### src/rtl/cslx_pkg.sv
`timescale 1ns / 1ps
`default_nettype none

package cslx_pkg;

  localparam logic [7:0] CH_SLASH  = 8'h2f;
  localparam logic [7:0] CH_STAR   = 8'h2a;
  localparam logic [7:0] CH_NL     = 8'h0a;
  localparam logic [7:0] CH_UNDER  = 8'h5f;
  localparam logic [7:0] CH_DQUOTE = 8'h22;
  localparam logic [7:0] CH_SQUOTE = 8'h27;

  // strip state codes
  localparam logic [2:0] SM_NORMAL     = 3'd0;
  localparam logic [2:0] SM_SLASH      = 3'd1;
  localparam logic [2:0] SM_LINE       = 3'd2;
  localparam logic [2:0] SM_BLOCK      = 3'd3;
  localparam logic [2:0] SM_BLOCK_STAR = 3'd4;

  // open lexeme codes
  localparam logic [1:0] LM_NONE   = 2'd0;
  localparam logic [1:0] LM_IDENT  = 2'd1;
  localparam logic [1:0] LM_NUMBER = 2'd2;
  localparam logic [1:0] LM_QUOTED = 2'd3;

  // lexeme kind codes on the result channel
  localparam logic [2:0] KIND_IDENT  = 3'd0;
  localparam logic [2:0] KIND_NUMBER = 3'd1;
  localparam logic [2:0] KIND_QUOTED = 3'd2;
  localparam logic [2:0] KIND_PUNCT  = 3'd3;
  localparam logic [2:0] KIND_OTHER  = 3'd4;

  typedef struct packed {
    logic [7:0] in_byte;
    logic       end_of_input;
  } in_item_t;

  typedef struct packed {
    logic [7:0] out_char;
    logic [2:0] lexeme_kind;
    logic       starts_lexeme;
    logic       last;
  } out_item_t;

  typedef struct packed {
    logic [1:0] lmode;
    logic       quote_single;
  } lex_state_t;

  typedef struct packed {
    logic [2:0] kind;
    logic       start;
    lex_state_t nxt;
  } tag_t;

  function automatic logic is_space(input logic [7:0] b);
    return (b == 8'd32) || (b inside {[8'd9:8'd13]});
  endfunction

  function automatic logic is_digit(input logic [7:0] b);
    return b inside {[8'd48:8'd57]};
  endfunction

  function automatic logic is_alpha(input logic [7:0] b);
    return b inside {[8'd65:8'd90], [8'd97:8'd122]};
  endfunction

  // Classify one kept byte against the open lexeme.
  function automatic tag_t tag_byte(input lex_state_t s, input logic [7:0] b);
    tag_t       t;
    logic [7:0] close_q;
    t.kind  = KIND_OTHER;
    t.start = 1'b0;
    t.nxt   = s;
    close_q = s.quote_single ? CH_SQUOTE : CH_DQUOTE;
    if (s.lmode == LM_QUOTED) begin
      t.kind = KIND_QUOTED;
      if (b == close_q) t.nxt.lmode = LM_NONE;
    end else if (s.lmode == LM_IDENT && (is_alpha(b) || is_digit(b) || b == CH_UNDER)) begin
      t.kind = KIND_IDENT;
    end else if (s.lmode == LM_NUMBER && is_digit(b)) begin
      t.kind = KIND_NUMBER;
    end else if (is_alpha(b) || b == CH_UNDER) begin
      t.kind      = KIND_IDENT;
      t.start     = 1'b1;
      t.nxt.lmode = LM_IDENT;
    end else if (is_digit(b)) begin
      t.kind      = KIND_NUMBER;
      t.start     = 1'b1;
      t.nxt.lmode = LM_NUMBER;
    end else if (b == CH_DQUOTE || b == CH_SQUOTE) begin
      t.kind             = KIND_QUOTED;
      t.start            = 1'b1;
      t.nxt.lmode        = LM_QUOTED;
      t.nxt.quote_single = (b == CH_SQUOTE);
    end else if (b inside {[8'd33:8'd126]}) begin
      t.kind      = KIND_PUNCT;
      t.start     = 1'b1;
      t.nxt.lmode = LM_NONE;
    end else begin
      t.kind      = KIND_OTHER;
      t.nxt.lmode = LM_NONE;
    end
    return t;
  endfunction

endpackage

`default_nettype wire

### src/rtl/cslx_step.sv
`timescale 1ns / 1ps
`default_nettype none

// One byte of comment stripping and lexeme tagging: up to two results.
module cslx_step import cslx_pkg::*; (
  input  wire logic [2:0] strip_mode,
  input  wire lex_state_t lex_state,
  input  wire in_item_t   item,
  output logic [2:0]      strip_mode_nxt,
  output lex_state_t      lex_state_nxt,
  output logic [1:0]      n_res,
  output out_item_t       res0,
  output out_item_t       res1
);

  tag_t       tag_sl;
  tag_t       tag_b0;
  tag_t       tag_b1;
  logic [7:0] b;

  assign b      = item.in_byte;
  assign tag_sl = tag_byte(lex_state, CH_SLASH);
  assign tag_b0 = tag_byte(lex_state, b);
  assign tag_b1 = tag_byte(tag_sl.nxt, b);

  always_comb begin
    strip_mode_nxt = strip_mode;
    lex_state_nxt  = lex_state;
    n_res          = 2'd0;
    res0           = '{out_char: CH_SLASH, lexeme_kind: tag_sl.kind,
                       starts_lexeme: tag_sl.start, last: 1'b1};
    res1           = '{out_char: b, lexeme_kind: tag_b1.kind,
                       starts_lexeme: tag_b1.start, last: 1'b1};
    if (item.end_of_input) begin
      n_res          = (strip_mode == SM_SLASH) ? 2'd1 : 2'd0;
      strip_mode_nxt = SM_NORMAL;
      lex_state_nxt  = '{lmode: LM_NONE, quote_single: 1'b0};
    end else begin
      case (strip_mode)
        SM_SLASH: begin
          if (b == CH_SLASH) begin
            strip_mode_nxt = SM_LINE;
          end else if (b == CH_STAR) begin
            strip_mode_nxt = SM_BLOCK;
          end else begin
            // held slash was an operator; emit it, then this byte as normal
            n_res          = 2'd1;
            lex_state_nxt  = tag_sl.nxt;
            strip_mode_nxt = SM_NORMAL;
            if (!is_space(b)) begin
              n_res         = 2'd2;
              res0.last     = 1'b0;
              lex_state_nxt = tag_b1.nxt;
            end
          end
        end
        SM_LINE: begin
          if (b == CH_NL) strip_mode_nxt = SM_NORMAL;
        end
        SM_BLOCK: begin
          if (b == CH_STAR) strip_mode_nxt = SM_BLOCK_STAR;
        end
        SM_BLOCK_STAR: begin
          if (b == CH_SLASH) strip_mode_nxt = SM_NORMAL;
          else if (b != CH_STAR) strip_mode_nxt = SM_BLOCK;
        end
        default: begin
          strip_mode_nxt = SM_NORMAL;
          if (b == CH_SLASH) begin
            strip_mode_nxt = SM_SLASH;
          end else if (!is_space(b)) begin
            n_res         = 2'd1;
            lex_state_nxt = tag_b0.nxt;
            res0          = '{out_char: b, lexeme_kind: tag_b0.kind,
                              starts_lexeme: tag_b0.start, last: 1'b1};
          end
        end
      endcase
    end
  end

endmodule

`default_nettype wire

### src/rtl/comment_strip_lexeme_splitter_top.sv
`timescale 1ns / 1ps
`default_nettype none

// Strips // and /* */ comments and whitespace from a byte stream and tags each
// kept byte with its lexeme kind and a start-of-lexeme flag. One input item is
// taken per cycle while in_ready is high; its results are written into a
// four-entry result queue. An item yields zero, one or two results (two when a
// held slash turns out not to open a comment). A two-result item always follows
// a slash that yielded nothing, so with out_ready held high the queue never
// holds more than two results and the input takes one item every cycle.
// in_ready is high whenever the queue has room for two results; a stalled
// receiver fills the queue and then holds the input off.
module comment_strip_lexeme_splitter_top import cslx_pkg::*; (
  input  wire logic      clk,
  input  wire logic      rst_n,
  input  wire logic      in_valid,
  output logic           in_ready,
  input  wire in_item_t  in_data,
  output logic           out_valid,
  input  wire logic      out_ready,
  output out_item_t      out_data
);

  logic [2:0] sm_r;
  lex_state_t lx_r;
  logic [2:0] sm_nxt;
  lex_state_t lx_nxt;
  logic [1:0] n_res;
  out_item_t  res0;
  out_item_t  res1;

  out_item_t  q_r [4];
  logic [1:0] wp_r;
  logic [1:0] rp_r;
  logic [2:0] cnt_r;
  logic [1:0] wp_nxt;
  logic [1:0] rp_nxt;
  logic [2:0] cnt_nxt;
  logic       in_acc;
  logic       out_acc;

  cslx_step u_step (
    .strip_mode     (sm_r),
    .lex_state      (lx_r),
    .item           (in_data),
    .strip_mode_nxt (sm_nxt),
    .lex_state_nxt  (lx_nxt),
    .n_res          (n_res),
    .res0           (res0),
    .res1           (res1)
  );

  assign in_ready  = (cnt_r <= 3'd2);
  assign out_valid = (cnt_r != 3'd0);
  assign out_data  = q_r[rp_r];
  assign in_acc    = in_valid && in_ready;
  assign out_acc   = out_valid && out_ready;

  always_comb begin
    wp_nxt  = wp_r;
    rp_nxt  = rp_r;
    cnt_nxt = cnt_r;
    if (in_acc) begin
      wp_nxt  = wp_r + n_res;
      cnt_nxt = cnt_nxt + {1'b0, n_res};
    end
    if (out_acc) begin
      rp_nxt  = rp_r + 2'd1;
      cnt_nxt = cnt_nxt - 3'd1;
    end
  end

  always_ff @(posedge clk) begin
    if (!rst_n) begin
      sm_r  <= SM_NORMAL;
      lx_r  <= '{lmode: LM_NONE, quote_single: 1'b0};
      wp_r  <= 2'd0;
      rp_r  <= 2'd0;
      cnt_r <= 3'd0;
    end else begin
      if (in_acc) begin
        sm_r <= sm_nxt;
        lx_r <= lx_nxt;
      end
      wp_r  <= wp_nxt;
      rp_r  <= rp_nxt;
      cnt_r <= cnt_nxt;
    end
  end

  always_ff @(posedge clk) begin
    if (in_acc && n_res != 2'd0) q_r[wp_r] <= res0;
    if (in_acc && n_res == 2'd2) q_r[wp_r + 2'd1] <= res1;
  end

  a_cnt_bound: assert property (@(posedge clk) disable iff (!rst_n)
    cnt_r <= 3'd4) else $error("result queue overflow");

  a_eoi_reset: assert property (@(posedge clk) disable iff (!rst_n)
    in_acc && in_data.end_of_input |=> sm_r == SM_NORMAL && lx_r.lmode == LM_NONE)
    else $error("end of input did not reset state");

  a_drain: assert property (@(posedge clk) disable iff (!rst_n)
    out_acc && !in_acc |=> cnt_r == $past(cnt_r) - 3'd1)
    else $error("queue count wrong after drain");

  a_ptr_gap: assert property (@(posedge clk) disable iff (!rst_n)
    (cnt_r == 3'd0 || cnt_r == 3'd4) |-> wp_r == rp_r)
    else $error("queue pointers out of step");

endmodule

`default_nettype wire

### config.mk
export PLATFORM = sky130hd
export DESIGN_NAME = comment_strip_lexeme_splitter_top
export DESIGN_NICKNAME = d
export VERILOG_FILES = /design/src/rtl/cslx_pkg.sv /design/src/rtl/cslx_step.sv /design/src/rtl/comment_strip_lexeme_splitter_top.sv
export SDC_FILE = /design/constraint.sdc
export NUM_CORES = 1
export LEC_CHECK = 0
export ABC_CLOCK_PERIOD_IN_PS = 9840
export BUFFER_PORTS_ARGS = -buffer_cell sky130_fd_sc_hd__buf_2
export CORE_ASPECT_RATIO = 1.25
export CORE_MARGIN = 4
export CORE_UTILIZATION = 60
export CTS_BUF_LIST = sky130_fd_sc_hd__clkbuf_16
export DETAILED_ROUTE_END_ITERATION = 10
export PLACE_DENSITY = 0.88
export REMOVE_ABC_BUFFERS = 1
export SLEW_MARGIN = 20
export SYNTH_ARGS = -nofsm -noshare
export SYNTH_HDL_FRONTEND = slang
export SYNTH_SLANG_ARGS = --single-unit
### constraint.sdc
create_clock -name clk -period 9.84 [get_ports clk]
set_input_delay 0.984 -clock clk [delete_from_list [all_inputs] [get_ports clk]]
set_output_delay 0.984 -clock clk [all_outputs]
set_load 0.01 [all_outputs]
# Word level (Yosys, flattened, before mapping)
# Memories as Yosys holds them, arrays and structs flattened. A register that Yosys moved wholly into a read port is not among the register bits.
# Cells that the tools add are included.
dict set report classes {
  n_lt_le_gt_ge 11
  add_sub_neg 5
  reduce_logical 26
  muxes 71
  eq_ne 38
}
# op count
set ops {}
lappend ops {{two-way mux 3 bit} 22}
lappend ops {{== test 8 x 6 -> 1 bit (second input constant)} 5}
lappend ops {{two-way mux 13 bit} 3}
lappend ops {{two-way mux 2 bit} 14}
lappend ops {{less-or-equal comparator 8 x 7 -> 1 bit (second input constant)} 3}
lappend ops {{!= test 3 bit (second input constant)} 7}
lappend ops {{two-way mux 1 bit} 20}
lappend ops {{two-way mux 6 bit} 3}
lappend ops {{greater-or-equal comparator 8 x 6 -> 1 bit (second input constant)} 2}
lappend ops {{greater-or-equal comparator 8 x 7 -> 1 bit (second input constant)} 2}
lappend ops {{two-way mux 4 bit} 4}
lappend ops {{logical AND 1 bit} 13}
lappend ops {{two-way mux 12 bit} 1}
lappend ops {{case mux 3 bit (4 select lines)} 1}
lappend ops {{AND reduction 11 bit} 1}
lappend ops {{== test 2 bit (second input constant)} 5}
lappend ops {{!= test 3 x 2 -> 1 bit (second input constant)} 3}
lappend ops {{== test 8 x 4 -> 1 bit (second input constant)} 1}
lappend ops {{== test 8 x 7 -> 1 bit (second input constant)} 1}
lappend ops {{== test 8 bit} 1}
lappend ops {{greater-or-equal comparator 8 x 4 -> 1 bit (second input constant)} 1}
lappend ops {{less-or-equal comparator 8 x 4 -> 1 bit (second input constant)} 1}
lappend ops {{less-or-equal comparator 8 x 6 -> 1 bit (second input constant)} 1}
lappend ops {{!= test 4 x 3 -> 1 bit (second input constant)} 2}
lappend ops {{other kinds (25)} 34}
dict set report word_totals {
  ff_bits 13
  inputBits 13
  word_cells 158
  n_memories 1
  output_inout_bits 15
  ram_bits 52
}
# name words word_bits rd rd_ports_with_merged_regs write_ports line_no
set mem_list {}
lappend mem_list {q_r 4 13 1 1 2 comment_strip_lexeme_splitter_top.sv:32} ;# out_item_t q_r [4];

# Longest topological paths before layout
# Gate-level depths: netlist (run 1).
dict set report depth {
  depth_word 14
  mapped_depth 16
}

# By module
# Synthesis (run 1) repeated with hierarchy kept, for this count alone.
dict set report unflattened {
  cells_unflattened 385
  area_unflattened_um2 4344.2
}
# mod area_each_um2 cells_per_inst seq_area_each_um2 instances
set by_module_without_submodules {}
lappend by_module_without_submodules {comment_strip_lexeme_splitter_top 3359.5 225 1861.8 1}
lappend by_module_without_submodules {cslx_step 984.7 160 0.0 1}

# Least setup slack after synthesis (run 1)
# No wires, ideal clock.
dict set report synth_path {
  path_kind {input -> register}
  startpoint {in in_data[5] (netlist name)}
  endpoint {reg cnt_r[2]}
  required_ns 9.725
  n_path_buf 1
  arrival_time_ns 3.763
  cell_stages 15
  slack_ns 5.962
  setup_ns 0.115
  cell_sequence {or4b_1 > buf_2 > nor4b_2 > o31ai_2 > a21bo_2 > and2_4 > ha_1 > inv_1 > fa_1 > nor2_1 > a21oi_1 > ha_1 > nand2_1 > xor2_1 > and2_1}
}
dict set report synth_between {
  elab_chain_len 12
}
# element line_no
set synth_lines {}
lappend synth_lines {{from (decl)} comment_strip_lexeme_splitter_top.sv:18} ;# input wire in_item_t in_data,
lappend synth_lines {{greater-or-equal comparator 8 x 4 -> 1 bit or less-or-equal comparator 8 x 4 -> 1 bit (tied branches)} cslx_pkg.sv:57} ;# return (b == 8'd32) || (b inside {[8'd9:8'd13]});
lappend synth_lines {{logical AND 1 bit} cslx_pkg.sv:57}
lappend synth_lines {{logical OR 1 bit} cslx_pkg.sv:57}
lappend synth_lines {{two-way mux 2 bit} cslx_step.sv:50} ;# if (!is_space(b)) begin
lappend synth_lines {{two-way mux 2 bit} cslx_step.sv:43} ;# end else if (b == CH_STAR) begin
lappend synth_lines {{two-way mux 2 bit} cslx_step.sv:41} ;# if (b == CH_SLASH) begin
lappend synth_lines {{case mux 2 bit (2 select lines) *} cslx_step.sv:39} ;# case (strip_mode)
lappend synth_lines {{two-way mux 2 bit *} cslx_step.sv:34} ;# if (item.end_of_input) begin
lappend synth_lines {{adder 3 x 2 -> 3 bit *} comment_strip_lexeme_splitter_top.sv:65} ;# cnt_nxt = cnt_nxt + {1'b0, n_res};
lappend synth_lines {{two-way mux 3 bit *} comment_strip_lexeme_splitter_top.sv:63} ;# if (in_acc) begin
lappend synth_lines {{subtractor 3 x 1 -> 3 bit} comment_strip_lexeme_splitter_top.sv:69} ;# cnt_nxt = cnt_nxt - 3'd1;
lappend synth_lines {{two-way mux 3 bit *} comment_strip_lexeme_splitter_top.sv:67} ;# if (out_acc) begin
lappend synth_lines {{to (signal assigned)} comment_strip_lexeme_splitter_top.sv:87} ;# cnt_r <= cnt_nxt;
lappend synth_lines {{to (decl)} comment_strip_lexeme_splitter_top.sv:35} ;# logic [2:0] cnt_r;
# Mark *: on every way between the ends. The rest lies on a longest branch, timed or not.
# A chain may end at the register's enable or synchronous reset.

# Worst setup path in the final report (run 1)
dict set report layout_path {
  startpoint {in in_data[3] (netlist name)}
  endpoint {reg cnt_r[2]}
}
# The elaborated chain is that of the path after synthesis.

==> impl_metrics.tcl, run 1 <==
set metrics [dict create \
    status "completed" \
    cts_max_path_buffers 2 \
    via_count 3325 \
    critical_path_class "in -> reg" \
    rows 33 \
    fmax_mhz 237 \
    grt_start_max_net_pins 24 \
    rsz0062_at_grt "false" \
    p_total_mw 0.944 \
    max-cap-violations 0 \
    grt_overflow 0 \
    nets 425 \
    htree_num_levels 3 \
    die_w_um 82.1 \
    ys_types 67 \
    io_buffers 27 \
    first_pass_iters 6 \
    area_growth_syn_to_layout_pct 11.3 \
    setup_violations 0 \
    diodes 0 \
    io_pins 28 \
    synth_warnings 0 \
    drt-wirelength-per-cell_um 18.5 \
    setup_tns_ps 0 \
    vias_per_cell 6.65 \
    synthMuxAreaShare 0.0836 \
    powerDensity_nw_per_um2 206 \
    startpoint_type "input pin" \
    post-route-period-util 0.428 \
    ys.flop_type "edfxtp_1" \
    yosys.area_share.simple 0.219 \
    drv_slew 0 \
    hold_buffers 0 \
    leakage_nw 1.53 \
    fin_skew_ps 7.97 \
    tritoncts "done" \
    grt_pass1_vias 3270 \
    worstMarginPinSlew_ps 977 \
    coreArea_um2 6610 \
    synth_top_family_by_area "simple AND/OR/NAND/NOR gates" \
    grt_antenna_before_repair 0 \
    critPathMaxFanout 23 \
    routabilityCongestion 0.884 \
    hold_violations 0 \
    drive_gt1_frac 0.189 \
    cp-end-kind "flop" \
    place_ws_ps 5310 \
    synth_fa_ha_area_frac 0.0140 \
    synth-xor-area-share 0.0170 \
    synthArstFlopShare 0 \
    max-vdd-ir-drop_mv 0.160 \
    cts-resized-gates 0 \
    ys_seq_area_frac 0.443 \
    insertion_delay_ps 340 \
    syn-mean-instance-area_um2 10.4 \
    synth_edf_count 48 \
    fp.dieArea_um2 8260 \
    worstHoldPathType "reg -> reg" \
    hpwl_um 6410 \
    numClockSinks 67 \
    arrival_ps 4440 \
    route.detailed.drc 0 \
    netlist_area_um2 4120 \
    numCtsBuffers 9 \
    synthCells 395 \
    synth_compound_area_frac 0.193 \
    holdWs_ps 515 \
    required_ps 10070 \
    cts_setup_buffers 0 \
    ctsRootBufferMaster "clkbuf_16" \
    slew_headroom 0.349 \
    initial_core_util 0.623 \
    ant_nets 0 \
    setup_ws_ps 5630 \
    clk_pin_slew_worst_paths_ps 50 \
    period_needed_ps 4210 \
    die_h_um 101 \
    ys_ff_latch 67 \
    routed_wl_um 9250 \
    grt_usage 0.246 \
    drtIter0Drc 323 \
    grt_pass1_wl_um 15600 \
]
[cell usage after synthesis (5+ instances only)]
library cell | count | share of area
o22ai_1 | 8 | 0.012
buf_2 | 7 | 0.0085
nand3_1 | 6 | 0.0073
dfxtp_1 | 19 | 0.092
nor2_1 | 29 | 0.026
clkbuf_1 | 14 | 0.013
nor3_1 | 5 | 0.0061
inv_1 | 7 | 0.0064
nor2b_1 | 9 | 0.014
and2_1 | 18 | 0.027
a221oi_1 | 5 | 0.011
a21oi_1 | 19 | 0.023
edfxtp_1 | 48 | 0.35
and3_1 | 5 | 0.0076
o21ai_1 | 5 | 0.0061
mux4_2 | 13 | 0.071
o21a_1 | 24 | 0.044
o21ai_0 | 9 | 0.011
nand2_1 | 33 | 0.030
xnor2_1 | 5 | 0.011
nand2b_1 | 7 | 0.011
o31a_1 | 5 | 0.011
nand4_1 | 5 | 0.0076
nor3b_1 | 5 | 0.0091
[cell type report]
class	count	area (µm²)
multi-input cells	296	2160
flip-flops and latches	67	1820
clock inverters	7	100
well taps	87	109
repair buffers	27	135
inverters	7	26.3
fillers	481	2020
clock buffers	9	225
[sequential cells by signal, indices dropped and copies added (netlist names), named ones only]
name,flops
cnt_r,3
lx_r,3
q_r,52
rp_r,2
sm_r,3
wp_r,2
[worst paths after layout]
| path | from | endpoint | slack, ps | depth (start not counted) |
|---|---|---|---|---|
| setup / recovery | in_data[3] | cnt_r[2] | 5630 | 16 |
| hold / removal | q_r[2][0] | q_r[2][0] | 510 | 2 |
| setup reg to reg | sm_r[2] | cnt_r[2] | 6390 | 14 |
| hold reg to reg | q_r[2][0] | q_r[2][0] | 510 | 2 |
[layer usage]
metal  part of all wire  GRT usage  up-vias
met1               0.41      0.311     1610
met4              0.026      0.101        0
met3              0.061     0.0519       30
met2               0.51      0.405      148
met5                  0          0        -
li1                   -          -     1537
[cell usage in the layout (no fill, tap or decap), types with 5 or more instances in the layout]
cell / Yosys / layout
edfxtp_1: 48 / 48
nand2_1: 33 / 33
nor2_1: 29 / 29
buf_2: 7 / 27
o21a_1: 24 / 24
a21oi_1: 19 / 19
dfxtp_1: 19 / 19
and2_1: 18 / 18
mux4_2: 13 / 13
nor2b_1: 9 / 9
o21ai_0: 9 / 9
clkbuf_16: 0 / 9
o22ai_1: 8 / 8
nand2b_1: 7 / 7
inv_1: 7 / 7
nand3_1: 6 / 6
nand4_1: 5 / 5
and3_1: 5 / 5
xnor2_1: 5 / 5
nor3b_1: 5 / 5
o21ai_1: 5 / 5
o31a_1: 5 / 5
nor3_1: 5 / 5
a221oi_1: 5 / 5
[cell families after synthesis]
logic type,count (synthesis)
DFF,67
adders and majority gates,4
muxes,18
AOI/OAI and AO/OA,109
and+or+nand+nor,157
xor gates and xnor gates,8
buffers and inverters,32
[where the power goes]
part           internal (mW)  switching (mW)  leakage (nW)
clock                  0.224           0.125         0.160
combinational          0.109           0.117         0.784
sequential             0.335          0.0338         0.588
total                  0.668           0.276          1.53
[worst max-delay path: stages]
cell     delay, ps
buf_2          230
or4_1          550
a31oi_1        220
o21a_1         520
nor3_4         130
inv_1          190
and2_4         190
ha_1           130
inv_1           50
fa_1           470
nor2_1          50
a21oi_1        180
ha_1           170
nand2_1         60
xor2_1         160
and2_1         160
[per-stage QoR]
step / area [µm²] / std cells / utilization
floorplan: 4010 / 370 / -
global placement: 4260 / 484 / 0.644
detailed placement: 4260 / 484 / 0.644
CTS: 4580 / 500 / 0.694
global route: 4580 / 500 / 0.694
finish: 4580 / 500 / 0.694
(Power assumes the default switching activity.)
==> run 2: changes to the inputs <==
Settings changed: ABC_CLOCK_PERIOD_IN_PS 9840 to 3400, CORE_UTILIZATION 60 to 55, PLACE_DENSITY 0.88 to 0.85.
Clock period 9.84 ns to 3.4 ns, I/O delays scaled along.
==> impl_metrics.tcl, run 2 (synthesis results as in run 1) <==
set metrics [dict create \
    routed_wl_um 10200 \
    routabilityCongestion 0.944 \
    final_area_um2 4810 \
    multiInputGateArea_um2 2160 \
    numClockSinks 67 \
    rsz0062_at_grt "false" \
    grt_pass1_wl_um 17100 \
    numCtsBuffers 9 \
    drtIter0Drc 297 \
    max-vdd-ir-drop_mv 0.431 \
    hold_buffers 0 \
    first_pass_iters 5 \
    grt_pass1_vias 3517 \
    worstHoldPathType "in -> reg" \
    placed_area_um2 4470 \
    hpwl_um 7200 \
    fill_cells 522 \
    critical_path_class "reg -> reg" \
    fmax_mhz 312 \
    arrival_ps 3420 \
    p_int_mw 2.02 \
    fin_skew_ps 6.91 \
    p_seq_frac 0.381 \
    grt_antenna_before_repair 0 \
    leakage_nw 1.67 \
    layout_common_cells "edfxtp_1 (48), nand2_1 (33), nor2_1 (29)" \
    ctsRootBufferMaster "clkbuf_16" \
    via_count 3397 \
    path_delay_family "adder cells" \
    utilization 0.657 \
    grt_start_max_net_pins 20 \
    seq_area_um2 1820 \
    die_w_um 85.4 \
    grt_overflow 0 \
    slowest_delay_ps 560 \
    die_h_um 105 \
    swShare 0.280 \
    vias_per_cell 6.39 \
    insertion_delay_ps 330 \
    drv_slew 0 \
    tritoncts "done" \
    route.detailed.drc 0 \
    required_ps 3620 \
    period_needed_ps 3200 \
    nets 452 \
    hold_violations 0 \
    powerDensity_nw_per_um2 585 \
    rows 35 \
    fp.dieArea_um2 8940 \
    ant_nets 0 \
    setup_violations 0 \
    pwr-share-comb 0.247 \
    htree_num_levels 3 \
    cts_setup_buffers 0 \
    io_buffers 27 \
    coreArea_um2 7310 \
    diodes 0 \
    status "completed" \
    cts-resized-gates 0 \
    top_register "q_r" \
    critPathSlowestCell "dfxtp_1" \
    grt_usage 0.245 \
    path_buf_inv 1 \
    setup_tns_ps 0 \
    final_common_cell "edfxtp_1" \
    area_growth_syn_to_layout_pct 16.8 \
    critPathMaxFanout 13 \
    post-route-period-util 0.942 \
    cp-end-kind "flop" \
    drt-wirelength-per-cell_um 19.2 \
    max-cap-violations 0 \
    io_pins 28 \
    initial_core_util 0.563 \
    slew_headroom 0.394 \
    largest_reg_flops 52 \
    drive_gt1_frac 0.236 \
    path_cells "nand2b_1, nand2_1, a211oi_1, a21bo_2, and2_4, ha_1, inv_1, fa_1, nor2_1, a21oi_1, ha_1, nand2_1, xor2_1, and2_1" \
    worstMarginPinSlew_ps 907 \
    cts_max_path_buffers 2 \
    clk_pin_slew_worst_paths_ps 60 \
    power_switching_mw 0.789 \
    p_clk_frac 0.373 \
    startpoint_type "flop" \
]
==> run 2: routing by layer <==
metal / share of wire / GRT usage / vias up
met5: 0 / 0 / -
met4: 0.027 / 0.118 / 0
met3: 0.059 / 0.0457 / 27
met2: 0.53 / 0.434 / 142
met1: 0.38 / 0.277 / 1636
li1: - / - / 1592
==> run 2: final timing paths <==
check / from / end / slack (ps) / cells after the start
worst max-delay path: sm_r[2] / cnt_r[2] / 200 / 14
worst min-delay path: in_data[2] / q_r[3][6] / 370 / 2
worst max register to register: sm_r[2] / cnt_r[2] / 200 / 14
worst min register to register: q_r[0][0] / q_r[0][0] / 490 / 1
==> run 2: metrics by stage <==
| stage | total power, mW | hold slack [ps] | instances | worst slack, ps |
|---|---|---|---|---|
| after floorplan | 1.53 | 450 | 370 | 63.0 |
| after global placement | 1.74 | 482 | 516 | 72.7 |
| after detailed placement | 1.77 | 488 | 516 | -5.88 |
| after CTS | 2.84 | 361 | 532 | 211 |
| after global routing | 2.95 | 389 | 532 | 8.62 |
| final | 2.81 | 372 | 532 | 198 |
==> run 2: area by class of cell <==
cell class,instances,share of cell area
Timing Repair Buffer,54,0.0703
Clock inverter,7,0.0240
Multi-Input combinational cell,296,0.450
Tap cell,92,0.0240
Clock buffer,9,0.0469
Sequential cell,67,0.379
Inverter,7,0.00547
==> run 2: power groups by stage <==
stage                     Clock [mW]  Combinational [mW]  Sequential [mW]
final                           1.05               0.693             1.07
after global routing            1.10               0.758             1.08
after CTS                       1.07               0.697             1.07
after detailed placement           0               0.684             1.09
after global placement             0               0.661             1.08
after floorplan                    0               0.471             1.05
